### config.mk
export PLATFORM = sky130hd
export DESIGN_NAME = rrbl_ctrl
export DESIGN_NICKNAME = d
export VERILOG_FILES = /design/src/hw/rtl/rrbl_pkg.sv /design/src/hw/rtl/rrbl_ctrl.sv
export SDC_FILE = /design/constraint.sdc
export NUM_CORES = 1
export LEC_CHECK = 0
export ABC_CLOCK_PERIOD_IN_PS = 1300
export BUFFER_PORTS_ARGS = -buffer_cell sky130_fd_sc_hd__buf_2
export CAP_MARGIN = 10
export CORE_ASPECT_RATIO = 0.9
export CORE_UTILIZATION = 35
export DETAILED_ROUTE_END_ITERATION = 10
export GPL_TIMING_DRIVEN = 0
export SKIP_CTS_REPAIR_TIMING = 1
export SYNTH_ARGS = -nofsm -noshare
export SYNTH_HDL_FRONTEND = slang
export SYNTH_SLANG_ARGS = --single-unit
### constraint.sdc
create_clock -name clk -period 1.3 [get_ports clk]
set_input_delay 0.26 -clock clk [delete_from_list [all_inputs] [get_ports clk]]
set_output_delay 0.26 -clock clk [all_outputs]
set_load 0.03 [all_outputs]
### src/hw/rtl/rrbl_pkg.sv
// shared constants, codes and controller/datapath interface types
package rrbl_pkg;

  localparam int RULE_SLOTS = 64;
  localparam int EP_SLOTS   = 130;
  localparam int RW         = 6;   // rule slot index bits
  localparam int EW         = 8;   // endpoint index / count bits
  localparam int KW         = 32;  // key and bound width
  localparam int VW         = 64;  // rule vector width
  localparam int CW         = 7;   // count width

  localparam logic [CW-1:0] RULE_MAX = 7'd64;

  localparam logic [1:0] ACT_LOAD   = 2'd0;
  localparam logic [1:0] ACT_BUILD  = 2'd1;
  localparam logic [1:0] ACT_LOOKUP = 2'd2;
  localparam logic [1:0] ACT_NONE   = 2'd3;

  localparam logic [1:0] DOM_32 = 2'd0;
  localparam logic [1:0] DOM_8  = 2'd1;

  localparam logic [KW-1:0] DMAX_32 = 32'hFFFF_FFFF;
  localparam logic [KW-1:0] DMAX_8  = 32'd255;
  localparam logic [KW-1:0] DMAX_16 = 32'd65535;

  localparam logic CFG_RULE_COUNT = 1'b0;
  localparam logic CFG_KEY_DOMAIN = 1'b1;

  // endpoint memory read address select
  localparam logic [1:0] EA_I    = 2'd0;
  localparam logic [1:0] EA_I1   = 2'd1;
  localparam logic [1:0] EA_MID  = 2'd2;
  localparam logic [1:0] EA_LOM1 = 2'd3;

  typedef struct packed {
    logic       capture;
    logic       load_wr;
    logic       bld_init;
    logic       pass_init;
    logic       sort_lo;
    logic       sort_hi;
    logic       sort_end;
    logic       r_inc;
    logic       vec_e;
    logic       vec_en;
    logic       vec_cmp;
    logic       vec_wr;
    logic       srch_init;
    logic       srch_mid;
    logic       srch_cmp;
    logic       pick_zero;
    logic       pick;
    logic       count;
    logic       out_load;
    logic       kind_build;
    logic [1:0] ep_sel;
  } cmd_t;

  typedef struct packed {
    logic [1:0] act;
    logic       lt;
    logic       lo_zero;
    logic       n_zero;
    logic       r_last;
    logic       best_ok;
    logic       i_last;
    logic       out_free;
  } sts_t;

endpackage

### src/hw/rtl/rrbl_ctrl.sv
// controller state machine: sequences load, build and lookup
module rrbl_ctrl (
  input  logic             clk,
  input  logic             rst,
  input  logic             in_valid,
  output logic             in_ready,
  input  rrbl_pkg::sts_t   sts,
  output rrbl_pkg::cmd_t   cmd
);

  localparam logic [4:0] S_IDLE  = 5'd0;
  localparam logic [4:0] S_DISP  = 5'd1;
  localparam logic [4:0] S_PASS  = 5'd2;
  localparam logic [4:0] S_SRD   = 5'd3;
  localparam logic [4:0] S_SLO   = 5'd4;
  localparam logic [4:0] S_SHI   = 5'd5;
  localparam logic [4:0] S_SEND  = 5'd6;
  localparam logic [4:0] S_VE    = 5'd7;
  localparam logic [4:0] S_VE2   = 5'd8;
  localparam logic [4:0] S_VE3   = 5'd9;
  localparam logic [4:0] S_VRD   = 5'd10;
  localparam logic [4:0] S_VCMP  = 5'd11;
  localparam logic [4:0] S_VWR   = 5'd12;
  localparam logic [4:0] S_BRES  = 5'd13;
  localparam logic [4:0] S_SRCH  = 5'd14;
  localparam logic [4:0] S_SCMP  = 5'd15;
  localparam logic [4:0] S_FETCH = 5'd16;
  localparam logic [4:0] S_PICK  = 5'd17;
  localparam logic [4:0] S_CNT   = 5'd18;
  localparam logic [4:0] S_LRES  = 5'd19;

  logic [4:0] state;
  logic [4:0] state_next;

  assign in_ready = (state == S_IDLE);

  always_comb begin
    state_next = state;
    cmd        = '0;
    cmd.ep_sel = rrbl_pkg::EA_I;
    case (state)
      S_IDLE: begin
        if (in_valid) begin
          cmd.capture = 1'b1;
          state_next  = S_DISP;
        end
      end
      S_DISP: begin
        case (sts.act)
          rrbl_pkg::ACT_LOAD: begin
            cmd.load_wr = 1'b1;
            state_next  = S_IDLE;
          end
          rrbl_pkg::ACT_BUILD: begin
            cmd.bld_init = 1'b1;
            state_next   = S_PASS;
          end
          rrbl_pkg::ACT_LOOKUP: begin
            cmd.srch_init = 1'b1;
            state_next    = S_SRCH;
          end
          default: state_next = S_IDLE;
        endcase
      end
      // one pass finds the next larger distinct endpoint
      S_PASS: begin
        cmd.pass_init = 1'b1;
        state_next    = sts.n_zero ? S_SEND : S_SRD;
      end
      S_SRD: state_next = S_SLO;
      S_SLO: begin
        cmd.sort_lo = 1'b1;
        state_next  = S_SHI;
      end
      S_SHI: begin
        cmd.sort_hi = 1'b1;
        cmd.r_inc   = 1'b1;
        state_next  = sts.r_last ? S_SEND : S_SRD;
      end
      S_SEND: begin
        cmd.sort_end = 1'b1;
        state_next   = sts.best_ok ? S_PASS : S_VE;
      end
      S_VE: begin
        cmd.ep_sel = rrbl_pkg::EA_I;
        state_next = S_VE2;
      end
      S_VE2: begin
        cmd.vec_e  = 1'b1;
        cmd.ep_sel = rrbl_pkg::EA_I1;
        state_next = S_VE3;
      end
      S_VE3: begin
        cmd.vec_en = 1'b1;
        state_next = sts.n_zero ? S_VWR : S_VRD;
      end
      S_VRD: state_next = S_VCMP;
      S_VCMP: begin
        cmd.vec_cmp = 1'b1;
        cmd.r_inc   = 1'b1;
        state_next  = sts.r_last ? S_VWR : S_VRD;
      end
      S_VWR: begin
        cmd.vec_wr = 1'b1;
        state_next = sts.i_last ? S_BRES : S_VE;
      end
      S_BRES: begin
        if (sts.out_free) begin
          cmd.out_load   = 1'b1;
          cmd.kind_build = 1'b1;
          state_next     = S_IDLE;
        end
      end
      S_SRCH: begin
        cmd.ep_sel = rrbl_pkg::EA_MID;
        if (sts.lt) begin
          cmd.srch_mid = 1'b1;
          state_next   = S_SCMP;
        end else begin
          state_next = S_FETCH;
        end
      end
      S_SCMP: begin
        cmd.srch_cmp = 1'b1;
        state_next   = S_SRCH;
      end
      S_FETCH: begin
        cmd.ep_sel = rrbl_pkg::EA_LOM1;
        if (sts.lo_zero) begin
          cmd.pick_zero = 1'b1;
          state_next    = S_CNT;
        end else begin
          state_next = S_PICK;
        end
      end
      S_PICK: begin
        cmd.pick   = 1'b1;
        state_next = S_CNT;
      end
      S_CNT: begin
        cmd.count  = 1'b1;
        state_next = S_LRES;
      end
      S_LRES: begin
        if (sts.out_free) begin
          cmd.out_load = 1'b1;
          state_next   = S_IDLE;
        end
      end
      default: state_next = S_IDLE;
    endcase
  end

  always_ff @(posedge clk) begin
    if (rst) begin
      state <= S_IDLE;
    end else begin
      state <= state_next;
    end
  end

endmodule

==> run metrics, run 1 <==
Final min period 1784 ps; Rel. slew slack 72.74%; port bufs 34; final number of hold-violating endpoints 0; CTS tree done; Synth Flop Type dfxtp_1; CTS root buf clkbuf_4; max FFs per register 5; Min-Delay Endpoint state[1]$_SDFFE_PP0P_; DP HPWL 2144 um; worst path buffer plus inverter count 3; R2R Path Start state[2]$_SDFFE_PP0P_; most frequent cells in the layout buf_6 (25), buf_4 (18), buf_2 (12), nor2_4 (11), nor3_4 (8); top-area cell type share of the netlist area 12.42%; IO Count 35; Syn Area/Cell 6.715 sq um; pin slew with the least headroom to its limit 398.6 ps; crit path capture type primary output; unrepaired setup endpoints after global routing true; Antenna Cells 0; number of core rows 16; synth unique cells 47; Die Y 47.52 um; layout cells sized above 1 65.92%; Crit Path Max Fanout 7; worst reg2reg path depth 7; Skew-Pair Late Insertion Delay 250 ps; synth top area cells dfxtp_1 (12%), nor2_1 (7.5%), nor3_1 (6.8%); pwr/cell area 1775 nW/um^2; DRC 0; data required time of the worst path 1040 ps; Achievable Freq 560.5 MHz; final setup vio count 28; clk sink count 5; biggest cell delay along the critical path 360 ps; Die Span X 52.58 um; worst hold start rst; ANT nets after route 0; Initial DRC Count 46; hold_ws 260.8 ps; flop-to-flop setup slack -390 ps; Syn Nets 135; RD Place Congestion 0.9455; worst setup margin -484.0 ps; post-synthesis sequential area ratio 12.42%; DRT Pass-1 Iters 4; TritonCTS Buffers 3; area delta synth->final 127.6%; Clock H-tree levels 1; Via Count 1236; top cell family by delay on the critical path simple AND/OR/NAND/NOR gates; Worst Hold Path Cells 2; P_leak 0.7417 nW; area leader, netlist dfxtp_1; EDFF count, synth 0; Biggest register state; failing checks negative setup slack; Fill cells 112; Critical Path Most Common Cell buf_6; final max-slew violation count 0; status complete, but fails checks; gr usage total 23.45%; WS Path Type flip-flop to primary output; Fin Clk Skew 11.84 ps; mean routed wirelength per cell 17.12 um; Final Core Density 84.06%; VDD IR max 0.001758 V; synthesized instance count 120; Initial Utilization 36.93%; YS warnings 0; Max-cap violations 0; top flop regs state (5); hold crit path type input pin to flip-flop; gr ovfl total 0; CP cell instances buf_6, or3b_1, buf_6, nor2_4, a21oi_2, nor2_4, buf_6; WL final 3527 um; largest net degree at the start of global routing 11; FF-to-FF End state[1]$_SDFFE_PP0P_; crit path DAT 1520 ps; Crit-path slowest cell or3b_1; Core Area 2182 sq um; Yosys reg bits 5; initial antenna violation count 0; period utilization 137.2%; CTS max path bufs 2; global-route wire length before repair 4333 um; vias per cell 6.000; Final #Nets 195; Synth async-reset ratio 0%; total power 3.257 mW; vias in the first global route 929; CP startpoint kind flip-flop; mapped cell area 805.8 sq um; most common cell after layout, fill and taps aside buf_6; CTS clk-pin slew, worst paths 50 ps; die area 2498 sq um
[synthesized netlist by cell type (2+ instances only)]
library cell  instances
nand2b_1              8
and3_1                5
a31oi_1               2
nand2_1               5
o21ai_0               4
nor2b_1               2
mux2i_1               2
nor3b_1               3
nor3_1               11
inv_1                 6
a22o_1                2
nor2_1               16
ha_1                  3
a41oi_1               2
dfxtp_1               5
a21oi_1               5
buf_2                 9
[layer usage]
metal  wire length, um  track usage [%]  vias to the layer above  part of all wire [%]
met1              1425            32.46                      576                    40
met5                 0                0                        -                     0
met3               337            5.714                       10                   9.6
met2              1693            38.99                       81                    48
met4                71            1.053                        0                   2.0
li1                  -                -                      569                     -
[how the worst max path moves through the flow]
stage                     cells after the start  endpoint                  start
final                                         7    cmd[1]  state[2]$_SDFFE_PP0P_
after global routing                          5   cmd[21]  state[4]$_SDFFE_PP0P_
after CTS                                     5    cmd[9]  state[2]$_SDFFE_PP0P_
after detailed placement                      5    cmd[9]  state[2]$_SDFFE_PP0P_
after global placement                        5    cmd[9]  state[2]$_SDFFE_PP0P_
after floorplan                               4   cmd[21]  state[4]$_SDFFE_PP0P_
[metrics by stage]
| step | setup slack [ps] | instance area [sq um] | instances | TNS (ps) |
|---|---|---|---|---|
| 2_1_floorplan | -246.9 | 1084 | 120 | -2432 |
| 3_3_place_gp | -323.5 | 1287 | 181 | -6101 |
| 3_5_place_dp | -339.0 | 1287 | 181 | -6250 |
| 4_1_cts | -593.2 | 1314 | 185 | -12280 |
| 5_1_grt | -533.2 | 1834 | 206 | -11090 |
| 6_report | -484.0 | 1834 | 206 | -9874 |
[cell type report]
type | instances | area [sq um] | area share (%)
repair buffers | 56 | 528.0 | 28.79
plain buffers | 11 | 168.9 | 9.209
inverters | 7 | 33.78 | 1.842
multi-input cells | 96 | 928.4 | 50.61
well taps | 27 | 33.78 | 1.842
flip-flops and latches | 5 | 115.1 | 6.276
clock buffers | 4 | 26.28 | 1.432
[logic make-up after synthesis]
family | count (synthesis) | synth area share (%)
adders and majority gates | 3 | 4.659
DFF | 5 | 12.42
buffers and inverters | 19 | 11.18
muxes | 2 | 2.485
xor gates and xnor gates | 1 | 1.087
and+or+nand+nor | 62 | 42.70
AOI/OAI and AO/OA | 28 | 25.47
[power by group]
group	internal [mW]	switching, mW	total, mW
Clock	0.117	0.0724	0.189
Sequential	0.220	0.0812	0.301
Combinational	1.32	1.45	2.77
Power figures use the tool's default switching activity.
==> inputs of run 2 (changes only) <==
--- a/config.mk
+++ b/config.mk
@@ -8,7 +8,7 @@
 export ABC_CLOCK_PERIOD_IN_PS = 1300
 export BUFFER_PORTS_ARGS = -buffer_cell sky130_fd_sc_hd__buf_2
 export CAP_MARGIN = 10
-export CORE_ASPECT_RATIO = 0.9
+export CORE_MARGIN = 1
 export CORE_UTILIZATION = 35
 export DETAILED_ROUTE_END_ITERATION = 10
 export GPL_TIMING_DRIVEN = 0
==> constraint.sdc (replaced) <==
create_clock -name clk -period 1.3 [get_ports clk]
set_input_delay 0.065 -clock clk [delete_from_list [all_inputs] [get_ports clk]]
set_output_delay 0.065 -clock clk [all_outputs]
set_load 0.03 [all_outputs]
==> run 2 against run 1 <==
The flow still finishes with violations (negative setup slack). Cell count down 0.49%. Worst hold slack worse by 180 ps. Sequential power up 14%. Wire length up 4.1%. Sequential share of layout area up 0.66 points. Register-to-register slack better by 160 ps. Maximum frequency up 12%. Cell area down 6.6%. Setup slack better by 200 ps. Via count down 2.8%. Core utilization down 5.9 points.
==> run metrics, run 2 (synthesized netlist as in run 1, its figures left out) <==
Final #Nets 193; TritonCTS Buffers 3; Achievable Freq 630.4 MHz; hold crit path type input pin to flip-flop; max FFs per register 5; vias in the first global route 955; CP startpoint kind flip-flop; worst hold start rst; final max-slew violation count 0; Clock H-tree levels 1; failing checks negative setup slack; Worst Hold Path Cells 2; R2R Path Start state[2]$_SDFFE_PP0P_; Initial Utilization 36.78%; CTS max path bufs 2; period utilization 122.0%; Antenna Cells 0; top flop regs state (5); Initial DRC Count 46; VDD IR max 0.001387 V; gr ovfl total 0; Skew-Pair Late Insertion Delay 250 ps; Rel. slew slack 78.29%; DP HPWL 2140 um; most frequent cells in the layout buf_4 (23), buf_6 (17), buf_2 (16), nor2_4 (8), nor3_2 (7); Fin Clk Skew 5.100 ps; mean routed wirelength per cell 17.91 um; Worst Setup SP state[4]$_SDFFE_PP0P_; area delta synth->final 112.6%; worst reg2reg path depth 5; hold_ws 75.78 ps; ANT nets after route 0; CTS root buf clkbuf_4; initial antenna violation count 0; clk sink count 5; largest net degree at the start of global routing 11; die area 2498 sq um; pin slew with the least headroom to its limit 324.8 ps; WL final 3671 um; Final min period 1586 ps; RD Place Congestion 0.8663; Max-cap violations 0; Via Count 1202; worst slack, placed -264.0 ps; gr usage total 24.06%; global-route wire length before repair 4657 um; Setup TNS Final -4088 ps; number of core rows 17; Crit Path Max Fanout 8; P_leak 0.7039 nW; worst setup margin -286.3 ps; status complete, but fails checks; WS Path Type flip-flop to primary output; final setup vio count 28; final number of hold-violating endpoints 0; layout cells sized above 1 65.54%; crit path DAT 1520 ps; Die Span X 49.98 um; data required time of the worst path 1240 ps; vias per cell 5.863; IO Count 35; crit path capture type primary output; CTS clk-pin slew, worst paths 40 ps; CTS tree done; Core Area 2191 sq um; DRT Pass-1 Iters 4; port bufs 34; Die Y 49.98 um; unrepaired setup endpoints after global routing true; DRC 0; pwr/cell area 1815 nW/um^2; most common cell after layout, fill and taps aside buf_4; Biggest register state
-- run 2: power breakdown --
part	internal [mW]	switching, mW	leakage [nW]	total (mW)
registers	0.228	0.116	0.0445	0.344
logic	1.21	1.37	0.644	2.58
clock network	0.116	0.0691	0.0150	0.186
-- run 2: cell type report --
| class | count | area (sq um) |
|---|---|---|
| buffer | 10 | 143.9 |
| clock buffer | 4 | 26.28 |
| fill | 147 | 478.0 |
| inverter | 7 | 28.78 |
| multi-input combinational | 96 | 899.6 |
| sequential | 5 | 118.9 |
| tap | 28 | 35.03 |
| timing repair buffer | 55 | 460.4 |
-- run 2: final timing paths --
path / to / slack, ps
worst min-delay path: state[4]$_SDFFE_PP0P_ / 80
worst min register to register: state[1]$_SDFFE_PP0P_ / 770
worst max-delay path: cmd[21] / -290
worst max register to register: state[1]$_SDFFE_PP0P_ / -230
-- run 2: layer usage --
metal,track usage (%),vias up,share of wire (%)
li1,-,560,-
met1,33.15,568,40
met2,39.78,68,52
met3,5.556,6,6.6
met4,0,0,1.4
met5,0,-,0
-- run 2: worst max-delay path: stages, from the launching register on --
cell and delay [ps]:
dfxtp_4 350, buf_8 140, or3_4 420, nor2_4 100
and2_4 150, buf_6 120
-- run 2: through the flow --
stage               util (%)  cells  total power, mW  area, sq um
global placement       52.14    182            1.912         1142
finish                 78.18    205            3.109         1713
CTS                    53.34    186            2.101         1169
floorplan                  -    120            1.546        937.1
global route           78.18    205            3.273         1713
detailed placement     52.14    182            1.910         1142
